### src/hw/rtl/jeu_pkg.sv
// ----------------------------------------------------------------------------
// jeu_pkg
// Shared types, character codes and the UTF-8 encoder of the JSON string
// unescape block.
// ----------------------------------------------------------------------------
package jeu_pkg;

  // Depth of the group queue between the escape decoder and the collapser.
  localparam int unsigned QDEPTH = 4;

  localparam logic [7:0] CH_BSLASH = 8'h5C;
  localparam logic [7:0] CH_SLASH  = 8'h2F;
  localparam logic [7:0] CH_LOW_R  = 8'h72;
  localparam logic [7:0] CH_LOW_N  = 8'h6E;
  localparam logic [7:0] CH_LOW_U  = 8'h75;
  localparam logic [7:0] CH_AMP    = 8'h26;
  localparam logic [7:0] CH_CR     = 8'h0D;
  localparam logic [7:0] CH_LF     = 8'h0A;

  // The tail "amp;" that follows an ampersand.
  localparam logic [7:0] AMP_TAIL [4] = '{8'h61, 8'h6D, 8'h70, 8'h3B};

  typedef struct packed {
    logic [7:0] in_byte;
    logic       in_last;
  } in_t;

  typedef struct packed {
    logic [7:0] out_byte;
    logic       no_byte;
    logic       out_last;
  } out_t;

  // Bytes produced by the escape decoder for one input item.
  typedef struct packed {
    logic [2:0][7:0] bytes;
    logic [1:0]      cnt;
    logic            last;
  } grp_t;

  function automatic grp_t utf8_enc(input logic [15:0] v);
    grp_t g;
    g = '0;
    if (v == 16'h0000) begin
      g.cnt = 2'd0;
    end else if (v < 16'h0080) begin
      g.bytes[0] = v[7:0];
      g.cnt      = 2'd1;
    end else if (v < 16'h0800) begin
      g.bytes[0] = 8'hC0 | {3'b000, v[10:6]};
      g.bytes[1] = 8'h80 | {2'b00, v[5:0]};
      g.cnt      = 2'd2;
    end else begin
      g.bytes[0] = 8'hE0 | {4'b0000, v[15:12]};
      g.bytes[1] = 8'h80 | {2'b00, v[11:6]};
      g.bytes[2] = 8'h80 | {2'b00, v[5:0]};
      g.cnt      = 2'd3;
    end
    return g;
  endfunction

endpackage

### src/hw/rtl/jeu_front.sv
// ----------------------------------------------------------------------------
// jeu_front
// Escape decoder: takes one byte per cycle while the queue has room and turns
// backslash escapes into a group of up to three bytes for the queue.
// ----------------------------------------------------------------------------
module jeu_front import jeu_pkg::*; (
  input  logic clk,
  input  logic rst,
  input  logic in_valid,
  output logic in_ready,
  input  in_t  in_data,
  input  logic q_full,
  output logic push,
  output grp_t push_data
);

  typedef enum logic [1:0] {M_TEXT, M_ESC, M_HEX} mode_t;

  mode_t       mode, mode_next;
  logic [1:0]  hex_count, hex_count_next;
  logic [15:0] code_value, code_value_next;
  logic        hex_stopped, hex_stopped_next;
  grp_t        grp;
  logic        take;
  logic        dig_ok;
  logic [3:0]  dig;

  always_comb begin
    dig_ok = 1'b1;
    dig    = 4'd0;
    if (in_data.in_byte >= 8'h30 && in_data.in_byte <= 8'h39) begin
      dig = in_data.in_byte[3:0];
    end else if ((in_data.in_byte >= 8'h61 && in_data.in_byte <= 8'h66) ||
                 (in_data.in_byte >= 8'h41 && in_data.in_byte <= 8'h46)) begin
      dig = in_data.in_byte[3:0] + 4'd9;
    end else begin
      dig_ok = 1'b0;
    end
  end

  assign in_ready = !q_full;
  assign take     = in_valid && in_ready;

  always_comb begin
    grp              = '0;
    mode_next        = mode;
    hex_count_next   = hex_count;
    code_value_next  = code_value;
    hex_stopped_next = hex_stopped;
    unique case (mode)
      M_ESC: begin
        mode_next = M_TEXT;
        if (in_data.in_byte == CH_SLASH) begin
          grp.bytes[0] = CH_SLASH;
          grp.cnt      = 2'd1;
        end else if (in_data.in_byte == CH_LOW_R) begin
          grp.bytes[0] = CH_CR;
          grp.cnt      = 2'd1;
        end else if (in_data.in_byte == CH_LOW_N) begin
          grp.bytes[0] = CH_LF;
          grp.cnt      = 2'd1;
        end else if (in_data.in_byte == CH_LOW_U) begin
          mode_next        = M_HEX;
          hex_count_next   = 2'd0;
          code_value_next  = 16'h0000;
          hex_stopped_next = 1'b0;
        end else begin
          grp.bytes[0] = CH_BSLASH;
          grp.bytes[1] = in_data.in_byte;
          grp.cnt      = 2'd2;
        end
      end
      M_HEX: begin
        if (!hex_stopped && dig_ok) begin
          code_value_next = {code_value[11:0], dig};
        end else begin
          hex_stopped_next = 1'b1;
        end
        hex_count_next = hex_count + 2'd1;
        if (hex_count == 2'd3) begin
          grp              = utf8_enc(code_value_next);
          mode_next        = M_TEXT;
          hex_count_next   = 2'd0;
          code_value_next  = 16'h0000;
          hex_stopped_next = 1'b0;
        end
      end
      default: begin
        if (in_data.in_byte == CH_BSLASH) begin
          mode_next = M_ESC;
        end else begin
          grp.bytes[0] = in_data.in_byte;
          grp.cnt      = 2'd1;
        end
      end
    endcase
    if (in_data.in_last) begin
      // A trailing backslash goes out as is; an unfinished escape is decoded
      // from the digits received so far.
      if (mode_next == M_ESC) begin
        grp.bytes[0] = CH_BSLASH;
        grp.cnt      = 2'd1;
      end else if (mode_next == M_HEX) begin
        grp = utf8_enc(code_value_next);
      end
      mode_next        = M_TEXT;
      hex_count_next   = 2'd0;
      code_value_next  = 16'h0000;
      hex_stopped_next = 1'b0;
    end
    grp.last = in_data.in_last;
  end

  assign push      = take && (grp.cnt != 2'd0 || in_data.in_last);
  assign push_data = grp;

  always_ff @(posedge clk) begin
    if (rst) begin
      mode        <= M_TEXT;
      hex_count   <= 2'd0;
      code_value  <= 16'h0000;
      hex_stopped <= 1'b0;
    end else if (take) begin
      mode        <= mode_next;
      hex_count   <= hex_count_next;
      code_value  <= code_value_next;
      hex_stopped <= hex_stopped_next;
    end
  end

  a_count_in_hex: assert property (@(posedge clk) disable iff (rst)
    hex_count != 2'd0 |-> mode == M_HEX)
    else $error("hex digit count outside a unicode escape");

  a_stop_in_hex: assert property (@(posedge clk) disable iff (rst)
    hex_stopped |-> mode == M_HEX)
    else $error("hex stop flag outside a unicode escape");

  a_end_clears: assert property (@(posedge clk) disable iff (rst)
    take && in_data.in_last |=> mode == M_TEXT && code_value == 16'h0000)
    else $error("escape state survived the end of a string");

endmodule

### src/hw/rtl/jeu_fifo.sv
// ----------------------------------------------------------------------------
// jeu_fifo
// Short queue of byte groups between the escape decoder and the collapser.
// ----------------------------------------------------------------------------
module jeu_fifo import jeu_pkg::*; (
  input  logic clk,
  input  logic rst,
  input  logic push,
  input  grp_t push_data,
  output logic full,
  input  logic pop,
  output logic head_valid,
  output grp_t head
);

  localparam int unsigned PW = $clog2(QDEPTH);
  localparam int unsigned CW = $clog2(QDEPTH + 1);

  grp_t          slots [QDEPTH];
  logic [PW-1:0] wr_ptr;
  logic [PW-1:0] rd_ptr;
  logic [CW-1:0] count;

  assign full       = (count == CW'(QDEPTH));
  assign head_valid = (count != '0);
  assign head       = slots[rd_ptr];

  always_ff @(posedge clk) begin
    if (push) begin
      slots[wr_ptr] <= push_data;
    end
  end

  always_ff @(posedge clk) begin
    if (rst) begin
      wr_ptr <= '0;
      rd_ptr <= '0;
      count  <= '0;
    end else begin
      if (push) begin
        wr_ptr <= (wr_ptr == PW'(QDEPTH - 1)) ? '0 : wr_ptr + PW'(1);
      end
      if (pop) begin
        rd_ptr <= (rd_ptr == PW'(QDEPTH - 1)) ? '0 : rd_ptr + PW'(1);
      end
      if (push && !pop) begin
        count <= count + CW'(1);
      end else if (pop && !push) begin
        count <= count - CW'(1);
      end
    end
  end

  a_no_overflow: assert property (@(posedge clk) disable iff (rst)
    !(push && full && !pop))
    else $error("group queue written while full");

  a_no_underflow: assert property (@(posedge clk) disable iff (rst)
    !(pop && !head_valid))
    else $error("group queue read while empty");

  a_count_range: assert property (@(posedge clk) disable iff (rst)
    count <= CW'(QDEPTH))
    else $error("group queue count out of range");

endmodule

### src/hw/rtl/jeu_back.sv
// ----------------------------------------------------------------------------
// jeu_back
// Collapser: walks queued groups a byte a cycle unless stalled, folds each
// '&' and any following "amp;" into one '&', and drives the output register.
// ----------------------------------------------------------------------------
module jeu_back import jeu_pkg::*; (
  input  logic clk,
  input  logic rst,
  input  logic q_valid,
  input  grp_t q_head,
  output logic pop,
  output logic out_valid,
  input  logic out_ready,
  output out_t out_data
);

  logic [1:0] idx, idx_next;
  logic       flushing, flushing_next;
  logic [1:0] fidx, fidx_next;
  logic       after_amp, after_amp_next;
  logic [1:0] amp_len, amp_len_next;
  logic       pend_valid, pend_valid_next;
  logic [7:0] pend_byte, pend_byte_next;
  logic       out_valid_next;
  out_t       out_data_next;

  logic       step;
  logic       have_byte;
  logic [7:0] cur;
  logic       mismatch;
  logic       do_flush;
  logic       produce;
  logic       finish;
  logic [7:0] pbyte;

  assign step      = q_valid && (!out_valid || out_ready);
  assign have_byte = idx < q_head.cnt;
  assign cur       = q_head.bytes[idx];
  assign mismatch  = cur != AMP_TAIL[amp_len];
  // Held bytes of a partial "amp;" go out before a byte that breaks the
  // match, and at the end of the string.
  assign do_flush  = have_byte ? (flushing || (after_amp && mismatch && amp_len != 2'd0))
                               : (amp_len != 2'd0);

  always_comb begin
    idx_next        = idx;
    flushing_next   = flushing;
    fidx_next       = fidx;
    after_amp_next  = after_amp;
    amp_len_next    = amp_len;
    pend_valid_next = pend_valid;
    pend_byte_next  = pend_byte;
    out_valid_next  = out_valid;
    out_data_next   = out_data;
    pop             = 1'b0;
    produce         = 1'b0;
    finish          = 1'b0;
    pbyte           = cur;

    if (step) begin
      if (do_flush) begin
        produce = 1'b1;
        pbyte   = AMP_TAIL[fidx];
        if (fidx == amp_len - 2'd1) begin
          fidx_next      = 2'd0;
          flushing_next  = 1'b0;
          amp_len_next   = 2'd0;
          after_amp_next = 1'b0;
        end else begin
          fidx_next     = fidx + 2'd1;
          flushing_next = 1'b1;
        end
      end else if (have_byte) begin
        if (after_amp && !mismatch) begin
          amp_len_next = (amp_len == 2'd3) ? 2'd0 : amp_len + 2'd1;
        end else begin
          produce        = 1'b1;
          after_amp_next = (cur == CH_AMP);
        end
        if (idx + 2'd1 == q_head.cnt && !q_head.last) begin
          pop      = 1'b1;
          idx_next = 2'd0;
        end else begin
          idx_next = idx + 2'd1;
        end
      end else begin
        finish         = 1'b1;
        pop            = 1'b1;
        idx_next       = 2'd0;
        after_amp_next = 1'b0;
        amp_len_next   = 2'd0;
      end
    end

    // Within the final item of a string the newest byte is held as pending
    // until the next byte or the end, so that the last one can carry the last
    // flag. Bytes of earlier items go straight out.
    if (produce && q_head.last) begin
      pend_valid_next = 1'b1;
      pend_byte_next  = pbyte;
    end
    if (finish) begin
      pend_valid_next = 1'b0;
    end

    if (produce && !q_head.last) begin
      out_valid_next         = 1'b1;
      out_data_next.out_byte = pbyte;
      out_data_next.no_byte  = 1'b0;
      out_data_next.out_last = 1'b0;
    end else if (produce && pend_valid) begin
      out_valid_next         = 1'b1;
      out_data_next.out_byte = pend_byte;
      out_data_next.no_byte  = 1'b0;
      out_data_next.out_last = 1'b0;
    end else if (finish) begin
      out_valid_next         = 1'b1;
      out_data_next.out_byte = pend_valid ? pend_byte : 8'h00;
      out_data_next.no_byte  = !pend_valid;
      out_data_next.out_last = 1'b1;
    end else if (out_ready) begin
      out_valid_next = 1'b0;
    end
  end

  always_ff @(posedge clk) begin
    if (rst) begin
      idx        <= 2'd0;
      flushing   <= 1'b0;
      fidx       <= 2'd0;
      after_amp  <= 1'b0;
      amp_len    <= 2'd0;
      pend_valid <= 1'b0;
      out_valid  <= 1'b0;
    end else begin
      idx        <= idx_next;
      flushing   <= flushing_next;
      fidx       <= fidx_next;
      after_amp  <= after_amp_next;
      amp_len    <= amp_len_next;
      pend_valid <= pend_valid_next;
      out_valid  <= out_valid_next;
    end
    pend_byte <= pend_byte_next;
    out_data  <= out_data_next;
  end

  a_held_needs_amp: assert property (@(posedge clk) disable iff (rst)
    amp_len != 2'd0 |-> after_amp)
    else $error("amp tail held without a preceding ampersand");

  a_flush_in_range: assert property (@(posedge clk) disable iff (rst)
    flushing |-> amp_len != 2'd0 && fidx < amp_len)
    else $error("flush index beyond the held bytes");

  a_finish_clears: assert property (@(posedge clk) disable iff (rst)
    finish |=> !pend_valid && amp_len == 2'd0 && !after_amp)
    else $error("collapser state survived the end of a string");

endmodule

### src/hw/rtl/json_escape_to_utf8_decoder_core.sv
// ----------------------------------------------------------------------------
// json_escape_to_utf8_decoder_core
// JSON string unescape to UTF-8 with "&amp;" collapsing.
// ----------------------------------------------------------------------------
// The block takes one byte of an escaped string per cycle, as long as its
// four-entry group queue has room, and gives at most one result per cycle
// while out_ready allows. An input byte turns into zero to three bytes in
// the escape decoder; the collapser handles those bytes one at a time, as
// it does each held "amp;" byte sent out when a match breaks or a string
// ends, plus one more step at the end of every string for the final result.
// Plain text therefore runs at one byte a cycle while out_ready allows, and
// the queue absorbs the longer UTF-8 expansions. A result passes through the
// group queue and the output register. The last byte of a string also waits
// in the pending register, since within that item the collapser holds each
// byte back until it knows which one ends the string.
module json_escape_to_utf8_decoder_core import jeu_pkg::*; (
  input  logic clk,
  input  logic rst,
  input  logic in_valid,
  output logic in_ready,
  input  in_t  in_data,
  output logic out_valid,
  input  logic out_ready,
  output out_t out_data
);

  logic push;
  grp_t push_data;
  logic q_full;
  logic pop;
  logic q_valid;
  grp_t q_head;

  jeu_front u_front (
    .clk       (clk),
    .rst       (rst),
    .in_valid  (in_valid),
    .in_ready  (in_ready),
    .in_data   (in_data),
    .q_full    (q_full),
    .push      (push),
    .push_data (push_data)
  );

  jeu_fifo u_fifo (
    .clk        (clk),
    .rst        (rst),
    .push       (push),
    .push_data  (push_data),
    .full       (q_full),
    .pop        (pop),
    .head_valid (q_valid),
    .head       (q_head)
  );

  jeu_back u_back (
    .clk       (clk),
    .rst       (rst),
    .q_valid   (q_valid),
    .q_head    (q_head),
    .pop       (pop),
    .out_valid (out_valid),
    .out_ready (out_ready),
    .out_data  (out_data)
  );

endmodule
### config.mk
export PLATFORM = sky130hd
export DESIGN_NAME = json_escape_to_utf8_decoder_core
export DESIGN_NICKNAME = d
export VERILOG_FILES = /design/src/hw/rtl/jeu_pkg.sv /design/src/hw/rtl/jeu_front.sv /design/src/hw/rtl/jeu_fifo.sv /design/src/hw/rtl/jeu_back.sv /design/src/hw/rtl/json_escape_to_utf8_decoder_core.sv
export SDC_FILE = /design/constraint.sdc
export NUM_CORES = 1
export LEC_CHECK = 0
export ABC_AREA = 0
export BUFFER_PORTS_ARGS = -buffer_cell sky130_fd_sc_hd__buf_2
export CORE_UTILIZATION = 50
export CTS_CLUSTER_DIAMETER = 30
export DETAILED_ROUTE_END_ITERATION = 6
export PLACE_DENSITY_LB_ADDON = 0.25
export SETUP_SLACK_MARGIN = 0.4
export SKIP_LAST_GASP = 1
export SLEW_MARGIN = 20
export SYNTH_ARGS = -nofsm -noshare
export SYNTH_HDL_FRONTEND = slang
export SYNTH_SLANG_ARGS = --single-unit
### constraint.sdc
create_clock -name clk -period 7.6 [get_ports clk]
set_input_delay 1.52 -clock clk [delete_from_list [all_inputs] [get_ports clk]]
set_output_delay 1.52 -clock clk [all_outputs]
set_load 0.05 [all_outputs]
======== Word level (Yosys, flattened, before mapping) ========
Memories as Yosys holds them, arrays and structs flattened. A register that Yosys moved wholly into a read port is not among the register bits.
Index checks and enable logic that the tools add are counted.
cells by class
  mux-type cells .......................... 124
  bitwise operators ....................... 3
  reductions and logical operators ........ 45
  magnitude comparators ................... 14
  eq/ne operators ......................... 26
  add/subtract/negate cells ............... 10
operators by type and width
  cell                                                             count
  2-to-1 mux 16 bit                                                13
  2-to-1 mux 10 bit                                                13
  2-to-1 mux 8 bit                                                 14
  2-to-1 mux 18 bit                                                5
  2-to-1 mux 27 bit                                                3
  2-to-1 mux 2 bit                                                 27
  binary-select mux 8 bit (select 2 bit)                           3
  2-to-1 mux 24 bit                                                2
  2-to-1 mux 1 bit                                                 34
  == test 8 x 7 -> 1 bit (second input constant)                   4
  logical NOT 16 bit                                               2
  < comparator 16 x 12 -> 1 bit (second input constant)            2
  < comparator 16 x 8 -> 1 bit (second input constant)             2
  case mux 16 bit (2 select lines)                                 1
  case mux 10 bit (2 select lines)                                 1
  == test 8 x 6 -> 1 bit (second input constant)                   2
  >= comparator 8 x 7 -> 1 bit (second input constant)             2
  less-or-equal comparator 8 x 7 -> 1 bit (second input constant)  2
  logical AND 1 bit                                                16
  case mux 8 bit (2 select lines)                                  1
  inequality test 3 bit (second input constant)                    5
  adder 2 x 1 -> 2 bit (second input constant)                     6
  == test 2 bit (second input constant)                            6
  nonzero test 3 bit                                               3
  31 further kinds                                                 53
word-level totals
  bits of input ports ..................... 13
  RAM bits ................................ 108
  output and inout port bits .............. 12
  memories ................................ 1
  flip-flop bits (word level) ............. 56
memory list
  memory        words  bits a word  rd ports  clocked after Yosys merged registers in  wr ports  RTL line        text
  u_fifo.slots  4      27           1         1                                        1         jeu_fifo.sv:19  grp_t slots [QDEPTH];

======== Longest topological paths before layout ========
  depth after elaboration ................. 31
  depth in mapped cells ................... 17
  depth with buffers taken out ............ 14

======== Hierarchy ========
Synthesis repeated with hierarchy kept, for this count alone.
second synthesis, totals
  cells, all modules ...................... 805
  area total of the unflattened synthesis .. 9290.2 µm²
modules (own cells, without submodules)
  module     cells an instance  area each (µm²)  times used
  jeu_fifo   185                4385.5           1
  jeu_front  413                2931.6           1
  jeu_back   207                1973.1           1

======== Worst setup path before layout ========
No wires, ideal clock.
  path type ............................... input-to-reg
  from .................................... in in_data[1] (netlist bit)
  to ...................................... reg u_fifo.count[2]
  buffers on the path ..................... 2
  cell stages on the path ................. 16
  data arrival time ....................... 4.844 ns
  slack ................................... 2.686 ns
  library setup time ...................... 0.070 ns
  path through ............................ buf_2 inv_1 ha_1 and4bb_1 a211oi_2 buf_4 a21oi_1 o211ai_1 o211ai_1 a311oi_2 ha_1 inv_1 fa_1 xor2_1 or3_1 a21oi_1
between the ends
  cells in the longest elaborated chain, start to end .. 30
  elaborated cells between the ends (all ways) .. 74
ends and longest elaborated chain
  item                                                        RTL line                                text
  start, declared                                             json_escape_to_utf8_decoder_core.sv:21  input in_t in_data,
  >= comparator 8 x 7 -> 1 bit, or another cell as far along  jeu_front.sv:33                         end else if ((in_data.in_byte >= 8'h61 && in_data.in_byte <= 8'h66) ||
  logical AND 1 bit, on equally long branches                 jeu_front.sv:33, jeu_front.sv:34
  logical OR 1 bit                                            jeu_front.sv:33
  2-to-1 mux 1 bit                                            jeu_front.sv:33
  2-to-1 mux 1 bit                                            jeu_front.sv:31                         if (in_data.in_byte >= 8'h30 && in_data.in_byte <= 8'h39) begin
  logical AND 1 bit                                           jeu_front.sv:74                         if (!hex_stopped && dig_ok) begin
  2-to-1 mux 16 bit                                           jeu_front.sv:74
  2-to-1 mux 16 bit                                           jeu_front.sv:50                         unique case (mode)
  [15 not listed]                                             -
  2-to-1 mux 27 bit *                                         jeu_front.sv:97                         if (in_data.in_last) begin
  nonzero test 2 bit *                                        jeu_front.sv:114                        assign push = take && (grp.cnt != 2'd0 || in_data.in_last);
  logical OR 1 bit *                                          jeu_front.sv:114
  logical AND 1 bit *                                         jeu_front.sv:114
  via push                                                    json_escape_to_utf8_decoder_core.sv:27  logic push;
  logical NOT 1 bit                                           jeu_fifo.sv:48                          end else if (pop && !push) begin
  logical AND 1 bit                                           jeu_fifo.sv:48
  nonzero test 2 bit (no line)                                -
  end signal, assigned                                        jeu_fifo.sv:47                          count <= count + CW'(1);
  end signal, assigned                                        jeu_fifo.sv:49                          count <= count - CW'(1);
  end, declared                                               jeu_fifo.sv:22                          logic [CW-1:0] count;
Mark *: on every way through the listed nets, which the timed path passes. The rest lies on a longest branch. The select of a mux whose other input is x is not followed.
A chain may end at the register's enable or synchronous reset.

======== Worst setup path in the final report ========
Same ends and word-level chain as after synthesis.

==> results.md <==
- Avg WL per Cell: 23.4 um
- CP Data Arrival Time: 5.84 ns
- Nets: 883
- Area Growth Syn to Fin: 9.35%
- Startpoint Class: input port
- PortBufs: 24
- Critical path class: in -> reg
- Number of vias per cell: 6.65
- Largest cells by area after synthesis: edfxtp_1 (39%), dfxtp_1 (9.2%), mux4_2 (4.9%), ha_1 (3.1%), nor2_1 (2.9%)
- FF-to-FF End: u_fifo.slots[0][7]$_DFFE_PP_
- Max_slew headroom: 26.4%
- CTS resizes: 0
- Top cell type's share of synthesized area: 39.3%
- CTS sink cnt: 162
- Sequential-to-total area share from yosys stat: 48.5%
- Cell taking the most area after synthesis: edfxtp_1
- Ratio of cells with drive above 1 in the final layout: 15.1%
- Flops & latches, synth: 162
- Final setup violation count: 0
- CP Capture Type: register
- Worst-path clk slew: 0.07 ns
- Hold Path Class: reg -> reg
- Final hold violation count: 0
- Hold buffer count at CTS: 0
- Area occupied by multi-input gates: 4350 um2
- Top FF cell, synth: edfxtp_1
- Total Power: 3130 uW
- Area of the mapped netlist: 9170 um2
- Number of global-route vias before repair: 6814
- Clock Latency Late Sink: 0.44 ns
- Largest net degree at the start of global routing: 45
- Ant. Diodes: 0
- Hold depth: 2
- Setup slack, reg-to-reg: 3.26 ns
- Min cycle time layout: 5.49 ns
- DRC viols: 0
- Worst r2r src: u_front.mode[0]$_SDFFE_PP0P_
- CTS tree: done
- Post-synthesis area per instance: 10.8 um2
- Chip height: 137 um
- Int Pwr: 2010 uW
- Post-synth EDFFs: 120
- Clock share of power: 28.6%
- RSZ-0062 raised after global routing: false
- Fill count: 1519
- Share of total power in combinational logic: 33.7%
- Worst reg2reg path depth: 8
- Final WL: 25.5 mm
- Leak Pwr: 0.00343 uW
- Seq pwr share: 37.7%
- Initial Util: 51.0%
- HPWL after DPL: 18.3 mm
- Io pins: 25
- Ys async rst share: 0%
- Clk buf depth: 2
- Die width: 137 um
- Switching Share: 35.7%
- GR Overflow Total: 0
- Net Sw Power: 1120 uW
- DR pass1 iterations: 5
- Routed Antenna Nets: 0
- First-pass GRT wire length: 38.7 mm
- Ys Warns: 0
- Final Max Tran Viols: 0
- Worst min-delay path endpoint: u_front.hex_count[1]$_SDFFE_PP0P_
- GRT Overall Usage: 28.1%
- Crit-path max FO: 11
- Worst EP required: 7.95 ns
- Post-synthesis cell count: 848
- Num CTS Buffers: 17
- Worst-Margin Slew: 1.10 ns
- Max-Cap Viols: 0
- Pwr/cell area: 312 nW/um2
- Yosys cell types: 95
- Placer congestion estimate: 0.990
- Status: completed
- Final setup TNS: 0 ns
- Drt initial violations: 806
- Die area: 18900 um2
- Post-CTS setup buffers: 0
- Core Util, Final: 55.8%
- Max Freq: 182 MHz
- Fin crit share: 72.2%
- FP Rows: 49
- HP Start: u_front.hex_count[1]$_SDFFE_PP0P_
- Core area: 18000 um2
- Reg area: 4440 um2
- Root Buffer: clkbuf_16
- Via count: 7236
- Syn_nets: 885
- VDD IR max: 0.234 mV
- Initial antenna violation count: 0
- Clock skew: 0.0125 ns
- H-tree depth: 4
-- layer usage --
layer	share of wire (%)	vias up	GRT usage [%]
li1	-	3281	-
met4	3.8	0	14.8
met2	48	335	45.7
met5	0	-	0
met3	6.4	69	5.15
met1	42	3551	35.5
-- cell usage in the layout (no fill, tap or decap), types with 13 or more instances in the layout --
master     count
nand2_1       60
clkbuf_16     17
buf_2         24
ha_1          23
buf_4         13
o21ai_0       40
dfxtp_1       42
inv_1         29
mux2i_1       25
edfxtp_1     120
nand3_1       21
a22oi_1       26
mux4_2        20
nor3_1        19
a21oi_1       39
nor2_1        72
o22ai_1       25
-- kinds of logic (layout without fill, tap and decap cells) --
| kind of cell | count (synthesis) | after routing | synth area share, % |
|---|---|---|---|
| AO/OA/AOI/OAI | 251 | 251 | 19.9 |
| XOR/XNOR | 11 | 11 | 1.05 |
| adder cells (fa/ha/maj) | 24 | 24 | 3.36 |
| buffers and inverters | 88 | 99 | 4.12 |
| flip-flops | 162 | 162 | 48.5 |
| multiplexers | 54 | 54 | 8.75 |
| AND/OR/NAND/NOR | 258 | 258 | 14.3 |
-- per-stage QoR --
step | cell area, um2 | worst slack (ns) | std cells | hold WS, ns
2_1_floorplan | 9170 | 2.69 | 848 | 0.436
3_3_place_gp | 9410 | 1.97 | 1056 | 0.446
3_5_place_dp | 9410 | 1.76 | 1056 | 0.461
4_1_cts | 10000 | 2.18 | 1088 | 0.475
5_1_grt | 10000 | 1.93 | 1088 | 0.495
6_report | 10000 | 2.11 | 1088 | 0.473
-- Yosys cell counts (all sizes together) (21+ instances only) --
| library cell | instances |
|---|---|
| a21oi | 41 |
| a22oi | 26 |
| clkbuf | 39 |
| dfxtp | 42 |
| edfxtp | 120 |
| ha | 23 |
| inv | 30 |
| mux2i | 25 |
| nand2 | 61 |
| nand3 | 21 |
| nor2 | 73 |
| o21ai | 47 |
| o22ai | 25 |
-- how the worst max path moves through the flow --
| stage | startpoint | to | slack [ns] | depth (start not counted) |
|---|---|---|---|---|
| global route | in_data[1] | u_fifo.count[2]$_SDFFE_PP0P_ | 1.93 | 15 |
| CTS | in_data[1] | u_fifo.count[2]$_SDFFE_PP0P_ | 2.18 | 15 |
| finish | in_data[1] | u_fifo.count[2]$_SDFFE_PP0P_ | 2.11 | 15 |
| floorplan | in_data[1] | u_fifo.count[2]$_SDFFE_PP0P_ | 2.69 | 16 |
| detailed placement | in_data[1] | u_fifo.count[2]$_SDFFE_PP0P_ | 1.76 | 15 |
| global placement | in_data[1] | u_fifo.count[2]$_SDFFE_PP0P_ | 1.97 | 15 |
-- worst max-delay path: stages --
cell and delay [ns]:
buf_2 0.21, inv_1 0.11, ha_1 0.26, and4bb_1 0.25, a211oi_2 0.63, a21oi_1 0.21, o211ai_1 0.46, o211ai_1 0.27
a311oi_2 0.53, ha_1 0.29, inv_1 0.06, fa_1 0.37, xor2_1 0.17, or3_1 0.32, a21oi_1 0.18
-- flip-flops by register name, indices dropped and copies added (netlist names), 2 cells and up, named ones only --
name                flops
u_back.out_data        10
u_back.fidx             2
u_back.idx              2
u_fifo.rd_ptr           2
u_back.pend_byte        8
u_front.code_value     16
u_fifo.count            3
u_back.amp_len          2
u_front.mode            2
u_fifo.slots          104
u_fifo.wr_ptr           2
u_front.hex_count       2
-- cell type report --
type	count	share of cell area, %
repair buffers	37	2.17
well taps	229	2.86
clock inverters	15	1.92
multi-input cells	598	43.3
flip-flops and latches	162	44.3
inverters	30	1.12
clock buffers	17	4.24
-- power by group through the flow --
| stage | clock network, uW | logic (uW) | registers (uW) |
|---|---|---|---|
| after detailed placement | 0 | 1040 | 1200 |
| after global placement | 0 | 1020 | 1190 |
| final | 894 | 1050 | 1180 |
| after floorplan | 0 | 706 | 1280 |
| after CTS | 905 | 1050 | 1180 |
| after global routing | 939 | 1140 | 1190 |
No activity file was read; power rests on OpenSTA's default activity.
